$ cat src/wes_pkg.sv
// Shared constants, types and a helper function for the windowed event statistics core.
// Every other file of the block depends on this package.
package wes_pkg;

   localparam int DEPTH     = 64;
   localparam int SLOT_W    = $clog2(DEPTH);
   localparam int CNT_W     = $clog2(DEPTH + 1);
   localparam int OP_W      = 2;
   localparam int TIME_W    = 48;
   localparam int DIST_W    = 24;
   localparam int WINDOW_W  = 27;
   localparam int SPAN_W    = 37;
   localparam int TOTAL_W   = 32;
   localparam int OUT_CNT_W = 7;
   localparam int SUM_W     = DIST_W + CNT_W;
   localparam int STEP_W    = $clog2(SUM_W + 1);

   localparam logic [SPAN_W-1:0]   US_PER_MS    = SPAN_W'(1000);
   localparam logic [WINDOW_W-1:0] WINDOW_RESET = WINDOW_W'(60000);

   typedef enum logic [OP_W-1:0] {
      OP_RECORD  = 2'd0,
      OP_QUERY   = 2'd1,
      OP_RESTART = 2'd2
   } op_type;

   typedef struct packed {
      logic capture;
      logic calc_span;
      logic calc_start;
      logic scan_step;
      logic div_init;
      logic div_step;
      logic load_result;
   } wes_cmd_type;

   typedef struct packed {
      logic is_query;
      logic scan_done;
      logic div_done;
   } wes_status_type;

   function automatic logic [OUT_CNT_W-1:0] fit_count(input logic [CNT_W-1:0] value);
      logic [31:0] wide;
      wide = 32'(value);
      return wide[OUT_CNT_W-1:0];
   endfunction

endpackage

$ cat src/wes_ctrl.sv
// Sequencing state machine for the statistics core: handshakes, scan and divide phases.
// Depends on wes_pkg for the command and status structs.
module wes_ctrl (
   input  logic                    clock,
   input  logic                    reset,
   input  logic                    req_valid,
   output logic                    req_ready,
   output logic                    rsp_valid,
   input  logic                    rsp_ready,
   output wes_pkg::wes_cmd_type    cmd,
   input  wes_pkg::wes_status_type status
);
   import wes_pkg::*;

   typedef enum logic [2:0] {
      S_IDLE,
      S_SPAN,
      S_START,
      S_SCAN,
      S_DIV_INIT,
      S_DIV,
      S_FINISH
   } state_type;

   state_type state_ff, state_in;
   logic      rsp_valid_ff, rsp_valid_in;
   logic      slot_free;

   assign slot_free = !rsp_valid_ff || rsp_ready;
   assign req_ready = (state_ff == S_IDLE);
   assign rsp_valid = rsp_valid_ff;

   always_comb begin
      cmd      = '0;
      state_in = state_ff;
      case (state_ff)
         S_IDLE: begin
            if (req_valid) begin
               cmd.capture = 1'b1;
               state_in    = S_SPAN;
            end
         end
         S_SPAN: begin
            cmd.calc_span = 1'b1;
            state_in      = status.is_query ? S_START : S_FINISH;
         end
         S_START: begin
            cmd.calc_start = 1'b1;
            state_in       = S_SCAN;
         end
         S_SCAN: begin
            cmd.scan_step = 1'b1;
            if (status.scan_done) begin
               state_in = S_DIV_INIT;
            end
         end
         S_DIV_INIT: begin
            cmd.div_init = 1'b1;
            state_in     = S_DIV;
         end
         S_DIV: begin
            if (status.div_done) begin
               state_in = S_FINISH;
            end else begin
               cmd.div_step = 1'b1;
            end
         end
         S_FINISH: begin
            if (slot_free) begin
               cmd.load_result = 1'b1;
               state_in        = S_IDLE;
            end
         end
         default: begin
            state_in = S_IDLE;
         end
      endcase
   end

   always_comb begin
      rsp_valid_in = rsp_valid_ff;
      if (cmd.load_result) begin
         rsp_valid_in = 1'b1;
      end else if (rsp_ready) begin
         rsp_valid_in = 1'b0;
      end
   end

   always_ff @(posedge clock) begin
      if (reset) begin
         state_ff     <= S_IDLE;
         rsp_valid_ff <= 1'b0;
      end else begin
         state_ff     <= state_in;
         rsp_valid_ff <= rsp_valid_in;
      end
   end

endmodule

$ cat config.mk
export PLATFORM = sky130hd
export DESIGN_NAME = wes_ctrl
export DESIGN_NICKNAME = d
export VERILOG_FILES = /design/src/wes_pkg.sv /design/src/wes_ctrl.sv
export SDC_FILE = /design/constraint.sdc
export NUM_CORES = 1
export LEC_CHECK = 0
export BUFFER_PORTS_ARGS = -buffer_cell sky130_fd_sc_hd__buf_2
export CORE_AREA = 4 4 41 43
export DETAILED_ROUTE_END_ITERATION = 6
export DIE_AREA = 0 0 45 47
export PLACE_DENSITY = 0.44
export SETUP_SLACK_MARGIN = 0.02
export SLEW_MARGIN = 20
export SYNTH_ARGS = -nofsm -noshare
export SYNTH_HDL_FRONTEND = slang
export SYNTH_SLANG_ARGS = --single-unit
$ cat constraint.sdc
create_clock -name clock -period 1.7 [get_ports clock]
set_input_delay 0.51 -clock clock [delete_from_list [all_inputs] [get_ports clock]]
set_output_delay 0.51 -clock clock [all_outputs]
set_load 0.005 [all_outputs]
==> impl_metrics.yaml <==
worst_setup_path:
  end_kind: "primary output"
  crit_path_top_delay_cell: "dfxtp_1"
  path_delay_family: "flip-flops"
  cp_num_buf_inv: 2
  crit_path_start: "state_ff[2]"
  worstPathArrival_ns: 1.11
  rrSetupSlack_ns: 0.62
  rr_worst_depth: 3
  path_cells: "inv_1 > nor3_1 > buf_2"
  endpoint: "cmd[2]"
  startpoint_type: "flip-flop"
  critPathKind: "reg -> out"
  cp.depth: 3
  cpPeakStageDelay_ns: 0.45
  reg2reg_to: "state_ff[1]"
  r2r-start: "state_ff[1]"
  required_ns: 1.19
  crit_fanout: 7
synthesis:
  synth_seq_cells: 4
  synth_common_cells: "nand2b_1, a21oi_1, dfxtp_1, nor2_1"
  synth-edff-count: 0
  synth.area.top_cells: "dfxtp_1, nand2b_1, a21oi_1"
  yosysUniqueCellTypes: 21
  synth_top_area_share_pct: 27.47
  netlist_area_sq_um: 291.5
  avgSynthCellArea_sq_um: 7.672
  synth-seq-area-share_pct: 27.47
  yosys_warnings: 0
  yosys_most_used_dff: "dfxtp_1"
  syn-num-nets: 45
  synth.most_common_cell: "nand2b_1"
  synth_top_area_cell: "dfxtp_1"
  synth-async-reset-ratio_pct: 0
  syn_inst: 38
worst_hold_path:
  min_path_type: "in -> reg"
clock_network:
  cts-root-buf: "clkbuf_4"
  cts_buffer_depth: 2
  clock_latency_ns: 0.24
  path_clk_slew_ns: 0.04
  cts_buffers: 3
  cts_tree: "done"
  htreeDepth: 1
  cts_hold_buf: 0
  clock-sinks: 4
power_and_ir_drop:
  p_leak_nw: 0.2001
  vdd_drop_max_mv: 0.3085
  total_power_mw: 0.3934
  powerDensity_mw_per_mm2: 1004
floorplan:
  die_x_microns: 45
  die_y_microns: 47
  core_area_sq_mm: 0.001301
  initial_utilization_pct: 22.40
  ioPinCount: 16
  row_count: 13
  die_area_sq_mm: 0.002115
sta:
  fmax_mhz: 618.4
  finalCritPeriodShare_pct: 95.12
  holdWs_ns: 0.4865
  slew_headroom_pct: 83.05
  rsz0062_at_grt: "false"
  finalSetupTns_ns: 0
  worstMarginPinSlew_ns: 0.2539
  finalClockSkew_ns: 0.002886
  hold_violations: 0
  drv_slew: 0
  setup_viol: 0
  fin_crit_ns: 1.617
finish:
  drive_above_1_share_pct: 43.40
  multi_input_area_sq_um: 177.7
  antenna_cells: 0
  fill_cells: 155
  layout.nets: 62
  area_delta_synth_final_pct: 34.33
  regArea_sq_um: 82.58
global_route:
  grt_usage_pct: 7.905
  grt_pass1_wl_microns: 1207
  grt_overflow_total: 0
  grt_pass1_vias: 292
  antenna_found_initial: 0
  grt_max_degree: 14
drt:
  wl_per_cell_microns: 10.78
  routed_via_density: 4.412
  wl_microns: 733
  final_antenna_net_count: 0
  vias: 300
  dr.pass1.iters: 4
  drcViolationCount: 0
  drt_iter0_markers: 7
place:
  io_buffers: 15
  post-dp-hpwl_microns: 541.5
  globalplace.congestion: 0.6792
outcome:
  status: "complete, no violations"
job:
  max_cap_violations: 0
==> sequential cells by signal, indices dropped and copies added (netlist names) <==
name / count
rsp_valid: 1
state_ff: 3
==> cell type report <==
cell class | instances | share of cell area [%]
Multi-Input combinational cell | 28 | 45.37
Sequential cell | 4 | 21.09
Inverter | 2 | 1.917
Tap cell | 15 | 4.792
Clock buffer | 3 | 5.751
Timing Repair Buffer | 16 | 21.09
==> kinds of logic after synthesis <==
logic type / Yosys count / synth area share [%]
buffers and inverters: 6 / 13.30
flip-flops: 4 / 27.47
AO/OA/AOI/OAI: 11 / 26.18
AND/OR/NAND/NOR: 17 / 33.05
==> repair_timing <==
item                                    4_1_cts  5_1_grt
setup buffers                                 0        0
endpoints found under the setup margin        2        5
gates resized for setup                       2        1
gates cloned                                  0        0
==> metal layers <==
layer	GRT usage, %	share of wire, %	wire length (microns)	up-vias
met5	0	0	0	-
met1	10.71	51	371	133
met2	10.73	44	320	6
met4	3.509	0	0	0
met3	3.448	5.5	40	0
li1	-	-	-	161
==> per-stage QoR <==
step                      utilization, %  instances  instance area [sq um]  setup WS (ns)
after global routing               30.10         68                  391.6        0.02145
after global placement             27.79         65                  361.6         0.1654
after detailed placement           27.79         65                  361.6         0.1517
after floorplan                        -         38                  291.5         0.2714
after CTS                          30.00         68                  390.4       0.004940
final                              30.10         68                  391.6        0.08296
==> cells in the final DEF (no fill, tap or decap) <==
cell type,synthesis,final
a21oi_2,1,1
buf_4,2,1
a311o_1,1,1
o211a_1,1,1
a21oi_1,4,4
nor3_1,2,1
o21a_1,1,1
nor3b_1,1,1
buf_2,1,15
nand2b_1,5,5
nor2_1,4,4
clkbuf_4,0,3
inv_1,2,2
nand3b_1,1,1
dfxtp_2,0,2
nor2b_1,1,1
a21o_1,1,1
o21ai_0,1,1
nor3_2,0,1
a211oi_1,1,1
and2_1,2,2
and3_1,1,1
dfxtp_1,4,2
==> power by group <==
part           internal (mW)  total, mW  leakage, nW  switching (mW)
Sequential             0.110      0.148       0.0335          0.0378
Combinational         0.0700      0.122        0.153          0.0523
Clock                 0.0793      0.123       0.0138          0.0436
Total                  0.260      0.393        0.200           0.134
==> worst min-delay path by stage <==
stage,end,startpoint,cells after the start
6_report,state_ff[2],reset,2
5_1_grt,state_ff[2],reset,2
4_1_cts,state_ff[2],reset,2
3_5_place_dp,rsp_valid,rsp_valid,2
3_3_place_gp,rsp_valid,rsp_valid,2
2_1_floorplan,rsp_valid,rsp_valid,2
Power figures use the tool's default switching activity.
